===== config.mk =====
export PLATFORM = sky130hd
export DESIGN_NAME = wcrm_judge
export DESIGN_NICKNAME = d
export VERILOG_FILES = /design/src/hw/rtl/wcrm_pkg.sv /design/src/hw/rtl/wcrm_judge.sv
export SDC_FILE = /design/constraint.sdc
export NUM_CORES = 2
export LEC_CHECK = 0
export ABC_AREA = 1
export BUFFER_PORTS_ARGS = -buffer_cell sky130_fd_sc_hd__buf_2
export CORE_ASPECT_RATIO = 1.75
export CORE_MARGIN = 2
export CORE_UTILIZATION = 50
export DETAILED_ROUTE_END_ITERATION = 8
export PLACE_DENSITY = 0.66
export SYNTH_ARGS = -nofsm -noshare
export SYNTH_HDL_FRONTEND = slang
export SYNTH_SLANG_ARGS = --single-unit

===== constraint.sdc =====
create_clock -name vclk -period 35.4
set_clock_uncertainty 0.05 [all_clocks]
set_input_delay 5.31 -clock vclk [all_inputs]
set_output_delay 5.31 -clock vclk [all_outputs]
set_load 0.02 [all_outputs]

===== src/hw/rtl/wcrm_pkg.sv =====
// package for the windowed clock ratio monitor: widths, reset values,
// request and result types, register indexes
// no dependencies
`timescale 1ns / 1ps
`default_nettype none

package wcrm_pkg;

	// window geometry
	localparam int WINDOW_DEPTH = 30;
	localparam int STEP_W       = 18;
	localparam int SLOT_W       = $clog2(WINDOW_DEPTH);
	localparam int FILL_W       = $clog2(WINDOW_DEPTH + 1);
	localparam int TOTAL_W      = STEP_W + $clog2(WINDOW_DEPTH);

	// field and register widths
	localparam int STAMP_W    = 32;
	localparam int POS_W      = 24;
	localparam int WARP_W     = 24;
	localparam int TOL_W      = 16;
	localparam int REQ_W      = 4;
	localparam int MINFILL_W  = 5;
	localparam int ARM_W      = 16;
	localparam int GAP_W      = 18;
	localparam int VIOL_W     = 5;
	localparam int OUTFILL_W  = 5;
	localparam int FRAC_W     = 16;
	localparam int CFG_DATA_W = 24;
	localparam int CFG_IDX_W  = 3;

	// deviation and product width: warp * total dominates
	localparam int DEV_W = WARP_W + TOTAL_W;

	localparam logic [VIOL_W-1:0] VIOL_MAX = '1;

	// register reset values
	localparam logic [WARP_W-1:0]    WARP_RST     = WARP_W'(65536);
	localparam logic [TOL_W-1:0]     SOFT_RST     = TOL_W'(3277);
	localparam logic [TOL_W-1:0]     HARD_RST     = TOL_W'(9830);
	localparam logic [REQ_W-1:0]     REQ_RST      = REQ_W'(4);
	localparam logic [MINFILL_W-1:0] MINFILL_RST  = MINFILL_W'(12);
	localparam logic [ARM_W-1:0]     ARM_RST      = ARM_W'(80);
	localparam logic [GAP_W-1:0]     GAP_RST      = GAP_W'(200000);

	typedef enum logic [1:0] {
		OP_FRAME         = 2'd0,
		OP_PREPARE       = 2'd1,
		OP_CLEAR_SAMPLES = 2'd2,
		OP_CLEAR_ALL     = 2'd3
	} op_t;

	typedef enum logic [CFG_IDX_W-1:0] {
		REG_WARP      = 3'd0,
		REG_SOFT_TOL  = 3'd1,
		REG_HARD_TOL  = 3'd2,
		REG_REQ_VIOL  = 3'd3,
		REG_MIN_FILL  = 3'd4,
		REG_ARM_DIST  = 3'd5,
		REG_MAX_GAP   = 3'd6
	} cfg_reg_t;

	typedef struct packed {
		op_t                     op;
		logic [STAMP_W-1:0]      now_us;
		logic [STEP_W-1:0]       game_step_us;
		logic signed [POS_W-1:0] player_x;
		logic                    halted;
	} in_item_t;

	typedef struct packed {
		logic                 detected;
		logic [VIOL_W-1:0]    violation_count;
		logic                 is_armed;
		logic [OUTFILL_W-1:0] window_fill;
	} out_item_t;

	// outcome of one ratio judgement
	typedef struct packed {
		logic over_soft;
		logic over_hard;
	} judge_t;

endpackage

`default_nettype wire


===== src/hw/rtl/wcrm_judge.sv =====
// ratio judgement: compares game total against warp times real total
// without division; depends on wcrm_pkg
`timescale 1ns / 1ps
`default_nettype none

module wcrm_judge (
	input  wire logic [wcrm_pkg::TOTAL_W-1:0] real_total,
	input  wire logic [wcrm_pkg::TOTAL_W-1:0] game_total,
	input  wire logic [wcrm_pkg::WARP_W-1:0]  expected_warp,
	input  wire logic [wcrm_pkg::TOL_W-1:0]   soft_tolerance,
	input  wire logic [wcrm_pkg::TOL_W-1:0]   hard_tolerance,
	output wcrm_pkg::judge_t                  verdict
);
	import wcrm_pkg::*;

	logic [DEV_W-1:0] lhs;
	logic [DEV_W-1:0] rhs;
	logic [DEV_W-1:0] dev;
	logic [DEV_W-1:0] soft_lim;
	logic [DEV_W-1:0] hard_lim;

	// game total scaled to Q.16 against warp times real total
	assign lhs = DEV_W'({game_total, {FRAC_W{1'b0}}});
	assign rhs = DEV_W'(expected_warp) * DEV_W'(real_total);
	assign dev = (lhs > rhs) ? (lhs - rhs) : (rhs - lhs);

	// tolerance bands scaled by real total
	assign soft_lim = DEV_W'(soft_tolerance) * DEV_W'(real_total);
	assign hard_lim = DEV_W'(hard_tolerance) * DEV_W'(real_total);

	assign verdict.over_hard = (dev > hard_lim);
	assign verdict.over_soft = (dev > soft_lim);

endmodule

`default_nettype wire


Word-level counts from Yosys, hierarchy flattened
Cells that the tools add are included.

cells by class
  divide/modulo/power cells = 0
  multipliers = 3
  shifts and indexed selects = 0
  multiplexer cells = 1
  reduce and logical (&&, ||, !) cells = 0
  add/subtract/negate cells = 2
  bitwise logic cells = 0
  $lt $le $gt $ge = 3
  eq/ne operators = 0

operator list
  operator          number
  $gt A47 B39 Y1    2
  $mul A16 B23 Y39  2
  $gt A39 B47 Y1    1
  $mul A24 B23 Y47  1
  $mux W47          1
  $sub A39 B47 Y47  1
  $sub A47 B39 Y47  1

word-level totals
  ROM bits = 0
  memory bits (writable) = 0
  input port bits = 102
  memories = 0
  latch bits = 0
  register bits after elaboration = 0

Logic depth before layout (Yosys ltp)
  word-level depth = 4
  mapped depth = 63

Least setup slack after synthesis
Ideal clock, no wire load.

  path type = input to output
  start = input real_total[2] (netlist name)
  end = output verdict[1] (netlist name)
  path buffers = 4
  arrival time = 14741 ps
  slack = 15299 ps
  cell stages on the path = 61
  cell sequence = clkbuf_1 -> clkbuf_1 -> nand2_1 -> fa_1 -> fa_1 -> fa_1 -> inv_1 -> fa_1 -> inv_1 -> fa_1 -> inv_1 -> fa_1 -> inv_1 -> fa_1 -> inv_1 -> ha_1 -> nand2_1 -> inv_1 -> (+25 left out) -> a21oi_1 -> o21ai_0 -> a21oi_1 -> o21ai_0 -> a21oi_1 -> nor2_1 -> o21ai_0 -> o211ai_1 -> a21oi_1 -> nand2_1 -> nand4_1 -> nand2_1 -> nand2_1 -> nand2_1 -> nand2_1 -> nand2_1 -> nand2_1 -> a21oi_2

RTL lines
  what             line              text
  start, declared  wcrm_judge.sv:7   input wire logic [wcrm_pkg::TOTAL_W-1:0] real_total,
  end, declared    wcrm_judge.sv:12  output wcrm_pkg::judge_t verdict

==> summary.txt <==
Normalized max-slew margin = 28.1%
Final RePlAce weighted congestion = 1.00
Storage element area = 0 um2
Worst Setup Start Kind = primary input
CP Launch Point = real_total[15]
Critical-path top delay cell = buf_2
Initial core utilization = 50.4%
Count leader, synth = nand2_1
Leading area contributor after synthesis = fa_1
Final setup vio count = 0
CP Data Required Time = 30.04 ns
Synth area leaders = fa_1, nand2_1, inv_1
CP arrival = 17.17 ns
Seq/Total Area, Yosys = 0%
Setup TNS Final = 0 ns
Layout sequential cell count = 0
Syn Nets = 8,174
Final count of hold timing violations = 0
Largest net degree at the start of global routing = 57
MaxCap Viol Count = 0
RSZ-0062 raised after global routing = no
HPWL after DPL = 124 mm
Antenna-violating nets left = 0
Die Width = 238 um
Buffers on Ports = 104
Drt wl/cell = 20.1 um
Synth Area per Inst = 7.37 um2
Fin crit share = 63.6%
Post-CTS Resized = 0
Most frequent cells after synthesis = nand2_1, inv_1, fa_1, ha_1, a21oi_1
Via count = 41,200
# fillers = 9,517
Share of the synthesized area in the top cell type = 43.6%
Clkbuf count = 0
Io pins = 104
Grt total ovfl = 0
Initial DRC count = 2,384
Slowest Stage Delay on Critical Path = 0.77 ns
WL final = 153 mm
Drt drc = 0
Setup bufs post-CTS = 0
Post-layout min period = 22.53 ns
Critical-path maximum fanout = 34
Hold_buf cts = 0
Max Fclk = 44.4 MHz
CP top delay family = adder cells
Yosys cell types = 61
Antenna violations before repair = 5
Area growth from synthesis to layout = 2.69%
Die Y = 414 um
Multi-input gate area in the final layout = 40,100 um2
Tot GR Track Use = 32.1%
Synthesized instance count = 6,511
First-pass GRT wire length = 243 mm
1st-pass router iterations = 5
Yosys warns = 0
CORE AREA = 95,300 um2
Vias in the first global route = 45,700
Worst slew pin tran = 1.08 ns
Outcome = finished, final reports clean
Layout cell share with drive strength beyond 1 = 3.35%
Vias per cell = 5.42
Crit Path Class = in2out
Worst setup path endpoint = verdict[0]
Row count = 150
Critical Path End Type = output pin
Max Slew Vio Count = 0
Post-Syn Area = 48,000 um2
Worst Hold Class = in2out
Critical path buffer and inverter count = 13
Die area = 98,600 um2
Worst path depth = 51
Nets = 8,051
-- stage by stage --
stage / instances / setup WS, ns / instance area [um2] / hold WS [ns] / util, %
floorplan: 6511 / 15.30 / 48000 / 11.16 / -
finish: 7604 / 12.87 / 49300 / 11.78 / 51.7
detailed placement: 7602 / 12.96 / 49300 / 11.74 / 51.7
global placement: 7602 / 12.96 / 49300 / 11.74 / 51.7
global route: 7602 / 12.09 / 49300 / 11.83 / 51.7
CTS: 7602 / 12.89 / 49300 / 11.74 / 51.7
-- tightest hold or removal path, stage by stage --
cell and delay (ns):
buf_2 0.12, ha_1 0.32, nand2_2 0.11, nand3_1 0.12, nand3b_1 0.10, nor2_1 0.15, a21oi_2 0.09, buf_2 0.17
-- final cells by class --
class | count | share of cell area (%)
Multi-Input combinational cell | 4394 | 81.2
Antenna cell | 2 | 0.0102
Tap cell | 1216 | 3.09
Timing Repair Buffer | 133 | 1.51
Inverter | 1859 | 14.2
-- how the worst min path moves through the flow --
stage | start | to | slack (ns) | cells after the start
floorplan | game_total[0] | verdict[1] | 11.16 | 6
global placement | game_total[0] | verdict[1] | 11.74 | 8
detailed placement | game_total[0] | verdict[1] | 11.74 | 8
CTS | game_total[0] | verdict[1] | 11.74 | 8
global route | game_total[0] | verdict[1] | 11.83 | 8
finish | game_total[0] | verdict[1] | 11.78 | 8
-- logic make-up (layout without fill, tap and decap cells) --
family                     count (synthesis)  after routing  synth area share, %
xor gates and xnor gates                 138            138                 2.52
AOI/OAI and AO/OA                        414            414                 4.91
other                                      0              2                    0
buffers and inverters                   2117           1992                 16.6
adders and majority gates               1562           1562                 57.0
muxes                                      1              1               0.0208
and+or+nand+nor                         2279           2279                 18.9
-- layer usage --
metal  vias to the layer above  share of wire (%)  global-route usage, %
met5                         -              0.028                      0
met4                         6                7.7                   20.1
met3                       593                4.3                   2.53
met2                      1421                 54                   62.0
met1                     20800                 34                   33.4
li1                      18400                  -                      -
-- cells in the final DEF (no fill, tap or decap), drive strengths merged, types with 9 or more instances in the layout --
cell | netlist | routed
a21oi | 217 | 217
a31oi | 16 | 16
buf | 80 | 133
fa | 1045 | 1045
ha | 516 | 516
inv | 1858 | 1858
nand2 | 1903 | 1903
nand3 | 101 | 101
nand4 | 30 | 30
nor2 | 210 | 210
nor3 | 10 | 10
nor4 | 9 | 9
o21a | 13 | 13
o21ai | 99 | 99
o21bai | 13 | 13
xnor2 | 71 | 71
xor2 | 67 | 67
